### config.mk
export PLATFORM = sky130hd
export DESIGN_NAME = stack_machine_hash_alu
export DESIGN_NICKNAME = d
export VERILOG_FILES = /design/src/hdl/smh_pkg.sv /design/src/hdl/smh_front.sv /design/src/hdl/smh_back.sv /design/src/hdl/stack_machine_hash_alu.sv
export VERILOG_INCLUDE_DIRS = /design/src /design/src/hdl
export SDC_FILE = /design/constraint.sdc
export NUM_CORES = 1
export LEC_CHECK = 0
export ABC_AREA = 1
export ABC_CLOCK_PERIOD_IN_PS = 4300
export BUFFER_PORTS_ARGS = -buffer_cell sky130_fd_sc_hd__clkbuf_2
export CAP_MARGIN = 20
export CORE_MARGIN = 2
export CORE_UTILIZATION = 38
export DETAILED_ROUTE_END_ITERATION = 12
export PLACE_DENSITY = 0.59
export SLEW_MARGIN = 15
export SYNTH_ARGS = -nofsm -noshare
export SYNTH_HDL_FRONTEND = slang
export SYNTH_SLANG_ARGS = --single-unit
export TNS_END_PERCENT = 100
### constraint.sdc
create_clock -name clk -period 4.3 [get_ports clk]
set_clock_uncertainty 0.1 [all_clocks]
set_input_delay 0.215 -clock clk [delete_from_list [all_inputs] [get_ports clk]]
set_output_delay 0.215 -clock clk [all_outputs]
set_load 0.03 [all_outputs]
### src/hdl/stack_machine_hash_alu_macros.svh
// Assertion macros shared by the stack machine block.
`ifndef STACK_MACHINE_HASH_ALU_MACROS_SVH
`define STACK_MACHINE_HASH_ALU_MACROS_SVH

// Same-cycle implication, sampled on clk and held off while arst_n is low.
`define SMH_ASSERT_IMPL(name, ante, cons, msg) \
	name: assert property (@(posedge clk) disable iff (!arst_n) (ante) |-> (cons)) \
		else $error(msg);

// Next-cycle implication, sampled on clk and held off while arst_n is low.
`define SMH_ASSERT_NEXT(name, ante, cons, msg) \
	name: assert property (@(posedge clk) disable iff (!arst_n) (ante) |=> (cons)) \
		else $error(msg);

`endif

### src/hdl/smh_pkg.sv
// Shared types, codes and constants of the stack machine block.
package smh_pkg;

	localparam int unsigned STACK_DEPTH_DEF = 16;
	localparam int unsigned WORD_W          = 32;
	localparam int unsigned DEPTH_OUT_W     = 5;
	localparam int unsigned S_TDATA_W       = 40;
	localparam int unsigned M_TDATA_W       = 72;
	localparam int unsigned QUEUE_DEPTH     = 2;
	localparam int unsigned QPTR_W          = 1;
	localparam int unsigned QCNT_W          = 2;

	typedef enum logic [2:0] {
		OP_PUSH     = 3'd0,
		OP_ADD      = 3'd1,
		OP_SHL      = 3'd2,
		OP_SHR      = 3'd3,
		OP_XOR      = 3'd4,
		OP_TO_MEM   = 3'd5,
		OP_PUSH_MEM = 3'd6,
		OP_BAD      = 3'd7
	} opcode_t;

	typedef enum logic [2:0] {
		ST_OK       = 3'd0,
		ST_OVERFLOW = 3'd1,
		ST_FEW      = 3'd2,
		ST_BADOP    = 3'd3,
		ST_SKIP     = 3'd4
	} status_t;

	typedef enum logic [2:0] {
		CL_PUSH_IMM,
		CL_PUSH_MEM,
		CL_BINARY,
		CL_TO_MEM,
		CL_BAD
	} iclass_t;

	typedef enum logic [1:0] {
		ALU_ADD,
		ALU_SHL,
		ALU_SHR,
		ALU_XOR
	} alu_op_t;

	typedef struct packed {
		iclass_t             iclass;
		alu_op_t             alu_op;
		logic [WORD_W-1:0]   immediate;
		logic                last;
	} instr_t;

	typedef struct packed {
		logic   valid;
		instr_t instr;
	} q_head_t;

endpackage

### src/hdl/smh_front.sv
// Front end: accepts input words, decodes them and queues them for execution.
module smh_front (
	input  logic                             clk,
	input  logic                             arst_n,
	input  logic                             s_axis_tvalid,
	output logic                             s_axis_tready,
	// Fields from bit 0: opcode[2:0], immediate[34:3], zero fill[39:35].
	input  logic [smh_pkg::S_TDATA_W-1:0]    s_axis_tdata,
	input  logic                             s_axis_tlast,
	output smh_pkg::q_head_t                 head,
	input  logic                             pop
);

	localparam logic [smh_pkg::QCNT_W-1:0] QFULL = smh_pkg::QCNT_W'(smh_pkg::QUEUE_DEPTH);

	smh_pkg::instr_t                 q_mem_q [smh_pkg::QUEUE_DEPTH];
	logic [smh_pkg::QPTR_W-1:0]      wr_ptr_q;
	logic [smh_pkg::QPTR_W-1:0]      rd_ptr_q;
	logic [smh_pkg::QCNT_W-1:0]      count_q;
	smh_pkg::instr_t                 dec;
	smh_pkg::opcode_t                opcode;
	logic                            accept;

	assign s_axis_tready = (count_q != QFULL);
	assign accept        = s_axis_tvalid && s_axis_tready;
	assign opcode        = smh_pkg::opcode_t'(s_axis_tdata[2:0]);

	always_comb begin
		dec.immediate = s_axis_tdata[34:3];
		dec.last      = s_axis_tlast;
		dec.alu_op    = smh_pkg::ALU_ADD;
		unique case (opcode)
			smh_pkg::OP_PUSH:     dec.iclass = smh_pkg::CL_PUSH_IMM;
			smh_pkg::OP_ADD:      dec.iclass = smh_pkg::CL_BINARY;
			smh_pkg::OP_SHL: begin
				dec.iclass = smh_pkg::CL_BINARY;
				dec.alu_op = smh_pkg::ALU_SHL;
			end
			smh_pkg::OP_SHR: begin
				dec.iclass = smh_pkg::CL_BINARY;
				dec.alu_op = smh_pkg::ALU_SHR;
			end
			smh_pkg::OP_XOR: begin
				dec.iclass = smh_pkg::CL_BINARY;
				dec.alu_op = smh_pkg::ALU_XOR;
			end
			smh_pkg::OP_TO_MEM:   dec.iclass = smh_pkg::CL_TO_MEM;
			smh_pkg::OP_PUSH_MEM: dec.iclass = smh_pkg::CL_PUSH_MEM;
			default:              dec.iclass = smh_pkg::CL_BAD;
		endcase
	end

	always_ff @(posedge clk) begin
		if (accept) begin
			q_mem_q[wr_ptr_q] <= dec;
		end
	end

	always_ff @(posedge clk or negedge arst_n) begin
		if (!arst_n) begin
			wr_ptr_q <= '0;
			rd_ptr_q <= '0;
			count_q  <= '0;
		end else begin
			if (accept) begin
				wr_ptr_q <= wr_ptr_q + 1'b1;
			end
			if (pop) begin
				rd_ptr_q <= rd_ptr_q + 1'b1;
			end
			if (accept && !pop) begin
				count_q <= count_q + 1'b1;
			end else if (pop && !accept) begin
				count_q <= count_q - 1'b1;
			end
		end
	end

	assign head.valid = (count_q != '0);
	assign head.instr = q_mem_q[rd_ptr_q];

endmodule

### src/hdl/smh_back.sv
// Back end: executes queued instructions against the stack and drives the result word.
module smh_back #(
	parameter int unsigned STACK_DEPTH = smh_pkg::STACK_DEPTH_DEF
) (
	input  logic                             clk,
	input  logic                             arst_n,
	input  smh_pkg::q_head_t                 head,
	output logic                             pop,
	output logic                             m_axis_tvalid,
	input  logic                             m_axis_tready,
	output logic [smh_pkg::M_TDATA_W-1:0]    m_axis_tdata
);

	localparam int unsigned DW = $clog2(STACK_DEPTH + 1);
	localparam int unsigned AW = $clog2(STACK_DEPTH);
	localparam int unsigned W  = smh_pkg::WORD_W;
	localparam logic [DW-1:0] DEPTH_MAX = DW'(STACK_DEPTH);
	localparam logic [DW-1:0] DEPTH_TWO = DW'(2);

	typedef enum logic {
		S_RUN,
		S_OPER
	} state_t;

	// The top of stack lives in top_q; entries below it live in the RAM.
	logic [W-1:0]                 stack_mem [STACK_DEPTH];
	logic [W-1:0]                 rd_q;
	logic [W-1:0]                 top_q;
	logic [W-1:0]                 mem_q;
	logic [DW-1:0]                depth_q;
	logic                         halted_q;
	state_t                       state_q;
	logic                         m_valid_q;
	logic [smh_pkg::M_TDATA_W-1:0] m_data_q;

	logic                         can_out;
	logic                         commit;
	logic                         wr_en;
	logic                         rd_en;
	logic [DW-1:0]                dm1;
	logic [DW-1:0]                dm2;
	logic [AW-1:0]                wr_addr;
	logic [AW-1:0]                rd_addr;
	smh_pkg::status_t             status;
	logic [W-1:0]                 top_n;
	logic [W-1:0]                 mem_n;
	logic [DW-1:0]                depth_n;
	state_t                       state_n;
	logic [W-1:0]                 alu_res;
	logic [W-1:0]                 top_out;
	logic [DW+smh_pkg::DEPTH_OUT_W-1:0] depth_ext;

	assign can_out = !m_valid_q || m_axis_tready;
	assign dm1     = depth_q - 1'b1;
	assign dm2     = depth_q - DEPTH_TWO;
	assign wr_addr = dm1[AW-1:0];
	assign rd_addr = dm2[AW-1:0];

	// rd_q is the left operand, top_q the right one.
	always_comb begin
		unique case (head.instr.alu_op)
			smh_pkg::ALU_ADD: alu_res = rd_q + top_q;
			smh_pkg::ALU_SHL: alu_res = (|top_q[W-1:5]) ? '0 : (rd_q << top_q[4:0]);
			smh_pkg::ALU_SHR: alu_res = (|top_q[W-1:5]) ? '0 : (rd_q >> top_q[4:0]);
			default:          alu_res = rd_q ^ top_q;
		endcase
	end

	always_comb begin
		commit  = 1'b0;
		wr_en   = 1'b0;
		rd_en   = 1'b0;
		status  = smh_pkg::ST_OK;
		top_n   = top_q;
		mem_n   = mem_q;
		depth_n = depth_q;
		state_n = state_q;
		unique case (state_q)
			S_RUN: begin
				if (head.valid) begin
					if (halted_q) begin
						status = smh_pkg::ST_SKIP;
						commit = can_out;
					end else begin
						unique case (head.instr.iclass)
							smh_pkg::CL_PUSH_IMM, smh_pkg::CL_PUSH_MEM: begin
								commit = can_out;
								if (depth_q == DEPTH_MAX) begin
									status = smh_pkg::ST_OVERFLOW;
								end else begin
									top_n   = (head.instr.iclass == smh_pkg::CL_PUSH_IMM) ?
										head.instr.immediate : mem_q;
									depth_n = depth_q + 1'b1;
									wr_en   = can_out && (depth_q != '0);
								end
							end
							smh_pkg::CL_BINARY: begin
								if (depth_q < DEPTH_TWO) begin
									status = smh_pkg::ST_FEW;
									commit = can_out;
								end else begin
									rd_en   = 1'b1;
									state_n = S_OPER;
								end
							end
							smh_pkg::CL_TO_MEM: begin
								commit = can_out;
								if (depth_q == '0) begin
									status = smh_pkg::ST_FEW;
								end else begin
									mem_n = top_q;
								end
							end
							default: begin
								status = smh_pkg::ST_BADOP;
								commit = can_out;
							end
						endcase
					end
				end
			end
			S_OPER: begin
				top_n   = alu_res;
				depth_n = dm1;
				commit  = can_out;
				if (can_out) begin
					state_n = S_RUN;
				end
			end
			default: begin
				state_n = S_RUN;
			end
		endcase
	end

	assign pop       = commit;
	assign top_out   = (depth_n == '0) ? '0 : top_n;
	assign depth_ext = {{smh_pkg::DEPTH_OUT_W{1'b0}}, depth_n};

	always_ff @(posedge clk) begin
		if (wr_en) begin
			stack_mem[wr_addr] <= top_q;
		end
		if (rd_en) begin
			rd_q <= stack_mem[rd_addr];
		end
	end

	always_ff @(posedge clk or negedge arst_n) begin
		if (!arst_n) begin
			state_q   <= S_RUN;
			top_q     <= '0;
			mem_q     <= '0;
			depth_q   <= '0;
			halted_q  <= 1'b0;
			m_valid_q <= 1'b0;
			m_data_q  <= '0;
		end else begin
			state_q <= state_n;
			if (commit) begin
				top_q     <= top_n;
				mem_q     <= mem_n;
				depth_q   <= depth_n;
				halted_q  <= head.instr.last ? 1'b0 :
					(halted_q || (status != smh_pkg::ST_OK));
				m_valid_q <= 1'b1;
				m_data_q  <= {mem_n, depth_ext[smh_pkg::DEPTH_OUT_W-1:0], top_out, status};
			end else if (m_axis_tready) begin
				m_valid_q <= 1'b0;
			end
		end
	end

	assign m_axis_tvalid = m_valid_q;
	assign m_axis_tdata  = m_data_q;

endmodule

### src/hdl/stack_machine_hash_alu.sv
// Top level of the stack machine ALU: front end, instruction queue and executor.
//
// Each input word carries one instruction (opcode, push immediate, end-of-program mark)
// and produces exactly one result word with the status, the new top of stack (zero when
// empty), the stack depth and the memory register. A two-word queue in the front end
// decouples the input from execution, and the result sits in an output register, so a
// stalled consumer does not stop input until the queue fills. Push, push-memory,
// top-to-memory, errors and skipped words complete from the run state; add, shifts and
// xor also pass through an operand state, because the left operand is fetched from the
// stack RAM through its registered read port while the top of stack is held in a
// register. The stack RAM needs no clearing after reset, and the block is ready out of reset.
module stack_machine_hash_alu #(
	parameter int unsigned STACK_DEPTH = smh_pkg::STACK_DEPTH_DEF
) (
	input  logic                             clk,
	input  logic                             arst_n,
	input  logic                             s_axis_tvalid,
	output logic                             s_axis_tready,
	// Fields from bit 0: opcode[2:0], immediate[34:3], zero fill[39:35].
	input  logic [smh_pkg::S_TDATA_W-1:0]    s_axis_tdata,
	input  logic                             s_axis_tlast,
	output logic                             m_axis_tvalid,
	input  logic                             m_axis_tready,
	// Fields from bit 0: status[2:0], top_value[34:3], stack_depth[39:35], mem_value[71:40].
	output logic [smh_pkg::M_TDATA_W-1:0]    m_axis_tdata
);

`include "stack_machine_hash_alu_macros.svh"

	smh_pkg::q_head_t head;
	logic             pop;

	smh_front u_front (
		.clk           (clk),
		.arst_n        (arst_n),
		.s_axis_tvalid (s_axis_tvalid),
		.s_axis_tready (s_axis_tready),
		.s_axis_tdata  (s_axis_tdata),
		.s_axis_tlast  (s_axis_tlast),
		.head          (head),
		.pop           (pop)
	);

	smh_back #(
		.STACK_DEPTH (STACK_DEPTH)
	) u_back (
		.clk           (clk),
		.arst_n        (arst_n),
		.head          (head),
		.pop           (pop),
		.m_axis_tvalid (m_axis_tvalid),
		.m_axis_tready (m_axis_tready),
		.m_axis_tdata  (m_axis_tdata)
	);

	`SMH_ASSERT_IMPL(a_pop_needs_head, pop, head.valid, "Executor popped an empty queue")
	`SMH_ASSERT_IMPL(a_full_means_pending, !s_axis_tready, head.valid, "Full queue shows no head")
	`SMH_ASSERT_IMPL(a_status_range, m_axis_tvalid, m_axis_tdata[2:0] <= smh_pkg::ST_SKIP, "Result status out of range")
	`SMH_ASSERT_IMPL(a_empty_top_zero, m_axis_tvalid && (STACK_DEPTH < 32) && (m_axis_tdata[39:35] == 5'd0), m_axis_tdata[34:3] == 32'd0, "Empty stack shows a nonzero top")
	`SMH_ASSERT_NEXT(a_pop_gives_result, pop, m_axis_tvalid, "Executed instruction gave no result")

endmodule
==> Word-level counts from Yosys, hierarchy flattened <==
Memory sizes are Yosys's and may differ from the RTL's. A register that Yosys moved wholly into a read port is not among the register bits.
Index checks and enable logic that the tools add are counted.
{ "word_totals": {"n_memories": 2, "latchBits": 0, "mem_bits_rw": 588, "romBits": 0, "ff_bits": 148, "in_bits": 45, "elab_cells": 115} }
{ "op_classes": {"order_cmp": 1, "n_shift": 2, "n_div": 0, "n_addsub": 8, "n_reduce_logical": 22, "n_eq_ne": 13, "mul": 0, "bitwise_logic": 2, "muxes": 55} }
{ "mem_list": {"columns": ["memory", "words", "word_bits", "rd", "rd_clocked_by_memory_dff", "wr", "line", "text"], "rows": [
  ["u_back.stack_mem", 16, 32, 1, 1, 1, "smh_back.sv:26", "logic [W-1:0] stack_mem [STACK_DEPTH];"],
  ["u_front.q_mem_q", 2, 38, 1, 0, 1, "smh_front.sv:16", "smh_pkg::instr_t q_mem_q [smh_pkg::QUEUE_DEPTH];"]
]} }
{ "ops": {"columns": ["op", "n"], "rows": [
  ["$mux W32", 13],
  ["$pmux W32 S3", 1],
  ["$pmux W32 S2", 1],
  ["$add A32 B32 Y32", 1],
  ["$shl A32 B5 Y32", 1],
  ["$shr A32 B5 Y32", 1],
  ["$xor A32 B32 Y32", 1],
  ["$reduce_or A27 Y1", 1],
  ["$mux W1", 23],
  ["$mux W5", 4],
  ["$eq A3 B2 Y1 const B", 4],
  ["$pmux W3 S4", 1],
  ["$logic_not A5 Y1", 2],
  ["$pmux W5 S2", 1],
  ["$eq A3 B3 Y1 const B", 3],
  ["$mux W3", 3],
  ["$pmux W3 S3", 1],
  ["$mux W2", 4],
  ["$eq A3 B1 Y1 const B", 2],
  ["$logic_not A3 Y1", 2],
  ["$pmux W2 S3", 1],
  ["$reduce_bool A2 Y1", 3],
  ["$add A5 B1 Y5 const B", 1],
  ["$eq A5 B5 Y1 const B", 1],
  ["other kinds (19)", 27]
]} }

==> Longest topological paths before layout <==
{ "depth": {"word_depth": 10, "mapped_depth": 19, "mapped_depth_nobuf": 18} }

==> Modules after synthesis <==
A second synthesis with hierarchy kept.
{ "hier_totals": {"cells_unflattened": 3681, "area_unflattened_um2": 35521.6} }
{ "modules_own_cells": {"columns": ["module", "seq_area_each_um2", "area_per_inst_um2", "cells_per_inst", "n_inst"], "rows": [
  ["smh_back", 19013.2, 32469.9, 3525, 1],
  ["smh_front", 2382.3, 3051.7, 156, 1]
]} }

==> Least setup slack after synthesis <==
OpenSTA, ideal clock, no wires.
{ "synth_path": {"kind": "reg-to-reg", "startpoint": "register u_back.depth_q[0]", "endpoint": "memory u_back.stack_mem[0][0] in the netlist's numbering, enable pin", "arrival_time_ns": 3.461, "n_path_buf": 3, "slack_ns": 0.318, "required_ns": 3.779, "setup_ns": 0.421, "path_stages_with_launch": 11, "path_cell_list": "dfrtp_1 > buf_2 > clkinv_1 > clkbuf_1 > clkbuf_1 > ha_1 > nand2_1 > nand3_1 > nor2_1 > nand2_1 > nor2_1"} }
{ "synth_via": {"elab_chain_len": 9, "elab_cells_between_ends": 11} }
{ "synth_rtl": {"columns": ["item", "line", "text"], "rows": [
  ["start: declaration", "smh_back.sv:30", "logic [DW-1:0] depth_q;"],
  ["start signal: assignment", "smh_back.sv:163", "depth_q <= depth_n;"],
  ["$reduce_bool A5 Y1", "smh_back.sv:94", "wr_en = can_out && (depth_q != '0);"],
  ["$logic_and A1 B1 Y1", "smh_back.sv:94", null],
  ["$mux W1", "smh_back.sv:88", "if (depth_q == DEPTH_MAX) begin"],
  ["$mux W1", "smh_back.sv:85", "unique case (head.instr.iclass)"],
  ["$mux W1", "smh_back.sv:81", "if (halted_q) begin"],
  ["$mux W1", "smh_back.sv:80", "if (head.valid) begin"],
  ["$mux W1", "smh_back.sv:78", "unique case (state_q)"],
  ["$mux W1", "smh_back.sv:141", "if (wr_en) begin"],
  ["$mux W1 (not written as such)", "smh_back.sv:142", "stack_mem[wr_addr] <= top_q;"],
  ["end: declaration", "smh_back.sv:26", null]
]} }
Several ways; a longest one is shown, not always the timed one.

==> Final worst setup path <==
{ "layout_path": {"startpoint": "register u_front.rd_ptr_q", "endpoint": "memory u_back.stack_mem[10][12] in the netlist's numbering, enable pin"} }
{ "layout_via": {"elab_chain_len": 9, "elab_cells_between_ends": 10} }
{ "layout_rtl": {"columns": ["item", "line", "text"], "rows": [
  ["start: declaration", "smh_front.sv:18", "logic [smh_pkg::QPTR_W-1:0] rd_ptr_q;"],
  ["start signal: assignment", "smh_front.sv:69", "rd_ptr_q <= rd_ptr_q + 1'b1;"],
  ["$mem_v2 Z2 W38 *", null, null],
  ["$eq A3 B1 Y1 / $logic_not A3 Y1 (equally long branches)", "smh_back.sv:85", null],
  ["$reduce_or A2 Y1 *", "smh_back.sv:85", null],
  ["$mux W1 *", "smh_back.sv:85", null],
  ["$mux W1 *", "smh_back.sv:81", null],
  ["$mux W1 *", "smh_back.sv:80", null],
  ["$mux W1 *", "smh_back.sv:78", null],
  ["$mux W1 *", "smh_back.sv:141", null],
  ["$mux W1 (not written as such) *", "smh_back.sv:142", null]
]} }
Every way passes the cells marked *; elsewhere a longest branch is shown, timed or not.

==> flow_metrics.env <==
export IMPL_top_layer_used="met4"
export IMPL_synth_edff_count=620
export IMPL_vias_per_cell=5.41
export IMPL_initial_core_util_pct=38.1
export IMPL_fp_dieH_um=309
export IMPL_maxCapViolCount=0
export IMPL_cp_required_ns=4.52
export IMPL_rrSetupSlack_ns=0.73
export IMPL_routedWlPerCell_um=21.2
export IMPL_drtIter0Drc=2941
export IMPL_wirelength_um=108000
export IMPL_globalplace_congestion=0.957
export IMPL_rows=112
export IMPL_route_detailed_drc=0
export IMPL_crit_start="u_front.rd_ptr_q"
export IMPL_wl_met3_um=6850
export IMPL_cellPowerDensity_mw_per_mm2=751
export IMPL_cts_sinks=731
export IMPL_syn_area_mm2=0.0354
export IMPL_rsz0062_at_grt="no"
export IMPL_worst_slew_pin_slew_ns=1.04
export IMPL_cts_buffers=77
export IMPL_yosysTopAreaCell="edfxtp_1"
export IMPL_synthFlopType="edfxtp_1"
export IMPL_hold_worst_slack_ns=0.148
export IMPL_cp_start_kind="flop"
export IMPL_ioPinCount=119
export IMPL_hpwlAfterDp_um=70500
export IMPL_floorplan_die_area_mm2=0.0957
export IMPL_diodes=0
export IMPL_area_growth_pct=14.2
export IMPL_vias=27700
export IMPL_finalHoldViolations=0
export IMPL_core_mm2=0.0929
export IMPL_insertion_delay_ns=0.63
export IMPL_clkSlewWorstSetupHoldPaths_ns=0.06
export IMPL_relSlewSlack_pct=30.8
export IMPL_setup_tns_ns=0
export IMPL_vdd_ir_drop_max_uv=724
export IMPL_cts_buffer_depth=3
export IMPL_wl_met1_um=49200
export IMPL_port_buffers=113
export IMPL_cts_resized=0
export IMPL_r2r_start="u_front.rd_ptr_q"
export IMPL_cts_tree="built"
export IMPL_fmax_ghz=0.280
export IMPL_synth_area_leaders="edfxtp_1 53%, nand2_1 9.3%, dfrtp_1 7.8%"
export IMPL_grt_ovfl_total=0
export IMPL_crit_path_end_kind="flop"
export IMPL_syn_num_nets=3806
export IMPL_grt_util_all_layers_pct=22.5
export IMPL_yosysSeqAreaShare_pct=60.4
export IMPL_wl_met2_um=49500
export IMPL_syn_inst=3718
export IMPL_dr_pass1_iters=5
export IMPL_drtAntennaViolNets=0
export IMPL_fin_crit_ns=3.57
export IMPL_yosys_register_bits=731
export IMPL_die_x_um=309
export IMPL_avgSynthCellArea_um2=9.53
export IMPL_worstSetupPathType="flop to flop"
export IMPL_synth_top_area_share_pct=52.5
export IMPL_htreeDepth=3
export IMPL_grt_max_degree=196
export IMPL_layout_nets=3901
export IMPL_rr_endpoint="u_back.stack_mem[10][12]"
export IMPL_grt_pass1_vias=26000
export IMPL_worst_ep_arrival_time_ns=3.79
export IMPL_reg2reg_depth=9
export IMPL_antenna_found_initial=0
export IMPL_root_buffer="clkbuf_16"
export IMPL_maxSlewViolCount=0
export IMPL_async_reset_ff_share_pct=15.2
export IMPL_hold_path_class="input port to async pin"
export IMPL_p_leak_uw=0.0160
export IMPL_grt_pass1_wl_um=163000
export IMPL_layout_drive_gt1_share_pct=9.69
export IMPL_min_period_over_period_pct=83.0
export IMPL_cp_max_fo=19
export IMPL_ys_warn_count=0
export IMPL_outcome="finished clean"
export IMPL_synth_cell_types=52
export IMPL_final_setup_viol_count=0
## registers in the layout, summed over array words and instances, names as in the netlist
name and flops:
u_back.m_axis_tvalid 1, u_front.wr_ptr_q 1, u_back.top_q 32, u_front.q_mem_q 76, u_back.rd_q 32, u_back.state_q 1, u_back.halted_q 1, u_back.mem_q 32
u_front.rd_ptr_q 1, u_back.stack_mem 512, u_front.count_q 2, u_back.m_axis_tdata 36, u_back.depth_q 4
## power breakdown
part / total (uW) / internal, uW / switching (uW)
logic: 13700 / 3820 / 9930
registers: 10100 / 9080 / 985
clock network: 6590 / 3770 / 2820
total: 30400 / 16700 / 13700
## cell usage after synthesis, types with 4 or more instances
library cell,n
o2111ai_1,11
ha_1,42
o221ai_1,92
nor2_1,394
buf_6,4
o211ai_1,52
and2_1,11
inv_2,7
o21ai_1,23
o21a_1,4
inv_1,260
or2_2,14
nor3_1,7
buf_2,41
nand4_1,21
buf_1,22
o22ai_1,46
edfxtp_1,620
o21ai_0,383
a21oi_1,56
nand2_1,882
a21boi_0,5
nand3_1,396
buf_4,7
nand2_2,7
clkbuf_1,142
dfrtp_1,111
a31oi_1,10
nand3b_1,10
## logic make-up (layout without fill, tap and decap cells)
logic type | after synthesis | count (layout) | share of synthesized area [%]
xor gates and xnor gates | 7 | 7 | 0.194
adders and majority gates | 43 | 43 | 1.54
AOI/OAI and AO/OA | 694 | 694 | 11.6
DFF | 731 | 731 | 60.4
buffers and inverters | 487 | 637 | 5.47
muxes | 3 | 3 | 0.0847
and+or+nand+nor | 1753 | 1753 | 20.7
## repair_timing
action / 4_1_cts / 5_1_grt
hold endpoints to repair: 135 / 0
setup buffers: 0 / 0
hold buffers: 41 / 0
## placed cells by master, fill, tap and decap left out, drive strengths merged, types with 3 or more instances in the layout
cell / count
edfxtp: 620
o21ai: 409
clkinvlp: 4
nand4: 21
inv: 271
xnor2: 3
clkinv: 30
o221ai: 92
o2111ai: 11
and2: 11
a32oi: 3
bufinv: 5
o211ai: 52
nor3: 8
nand3: 398
o21a: 4
or2: 15
nand3b: 10
dlygate4sd3: 41
xor2: 4
nand2: 890
o22ai: 46
buf: 79
a21boi: 5
ha: 42
a31oi: 10
nor2: 399
mux2i: 3
dfrtp: 111
a21oi: 57
clkbuf: 207
## through the flow
step | power (uW) | util, % | area, um^2 | worst slack (ns) | cells
floorplan | 19000 | - | 35400 | 0.318 | 3718
global placement | 23800 | 40.4 | 37500 | 0.756 | 4946
detailed placement | 23900 | 40.4 | 37500 | 0.718 | 4946
CTS | 30500 | 43.5 | 40400 | 0.710 | 5121
global route | 32300 | 43.6 | 40500 | 0.578 | 5122
finish | 30400 | 43.6 | 40500 | 0.730 | 5122
## final cells by class
| type | instances | area [um^2] |
|---|---|---|
| clock buffers | 95 | 2080 |
| clock inverters | 39 | 440 |
| fillers | 8960 | 52400 |
| inverters | 271 | 1030 |
| multi-input cells | 2500 | 12300 |
| flip-flops and latches | 731 | 21400 |
| well taps | 1254 | 1570 |
| repair buffers | 232 | 1680 |
## layer usage
metal / vias to the layer above / global-route usage [%]
met4: 0 / 6.66
met1: 13500 / 32.3
met5: - / 0
met3: 147 / 2.94
li1: 13200 / -
met2: 947 / 35.6
## worst max-delay path by stage
stage | endpoint | slack [ns] | depth (start not counted)
after global routing | u_back.stack_mem[10][12] | 0.58 | 9
after CTS | u_back.stack_mem[10][12] | 0.71 | 9
after global placement | u_back.stack_mem[10][3] | 0.76 | 9
after detailed placement | u_back.stack_mem[10][3] | 0.72 | 9
final | u_back.stack_mem[10][12] | 0.73 | 9
after floorplan | u_back.stack_mem[0][0] | 0.32 | 10
## critical path, cell delays in order, from the launching register on
cell     delay, ns
dfrtp_1       0.60
inv_2         0.31
nand2_1       0.15
o21ai_2       0.10
inv_4         0.11
nand2_2       0.07
nor2_1        0.49
nand2_1       0.39
nor2_4        0.57
buf_4         0.35
No activity file was read; power rests on OpenSTA's default activity.
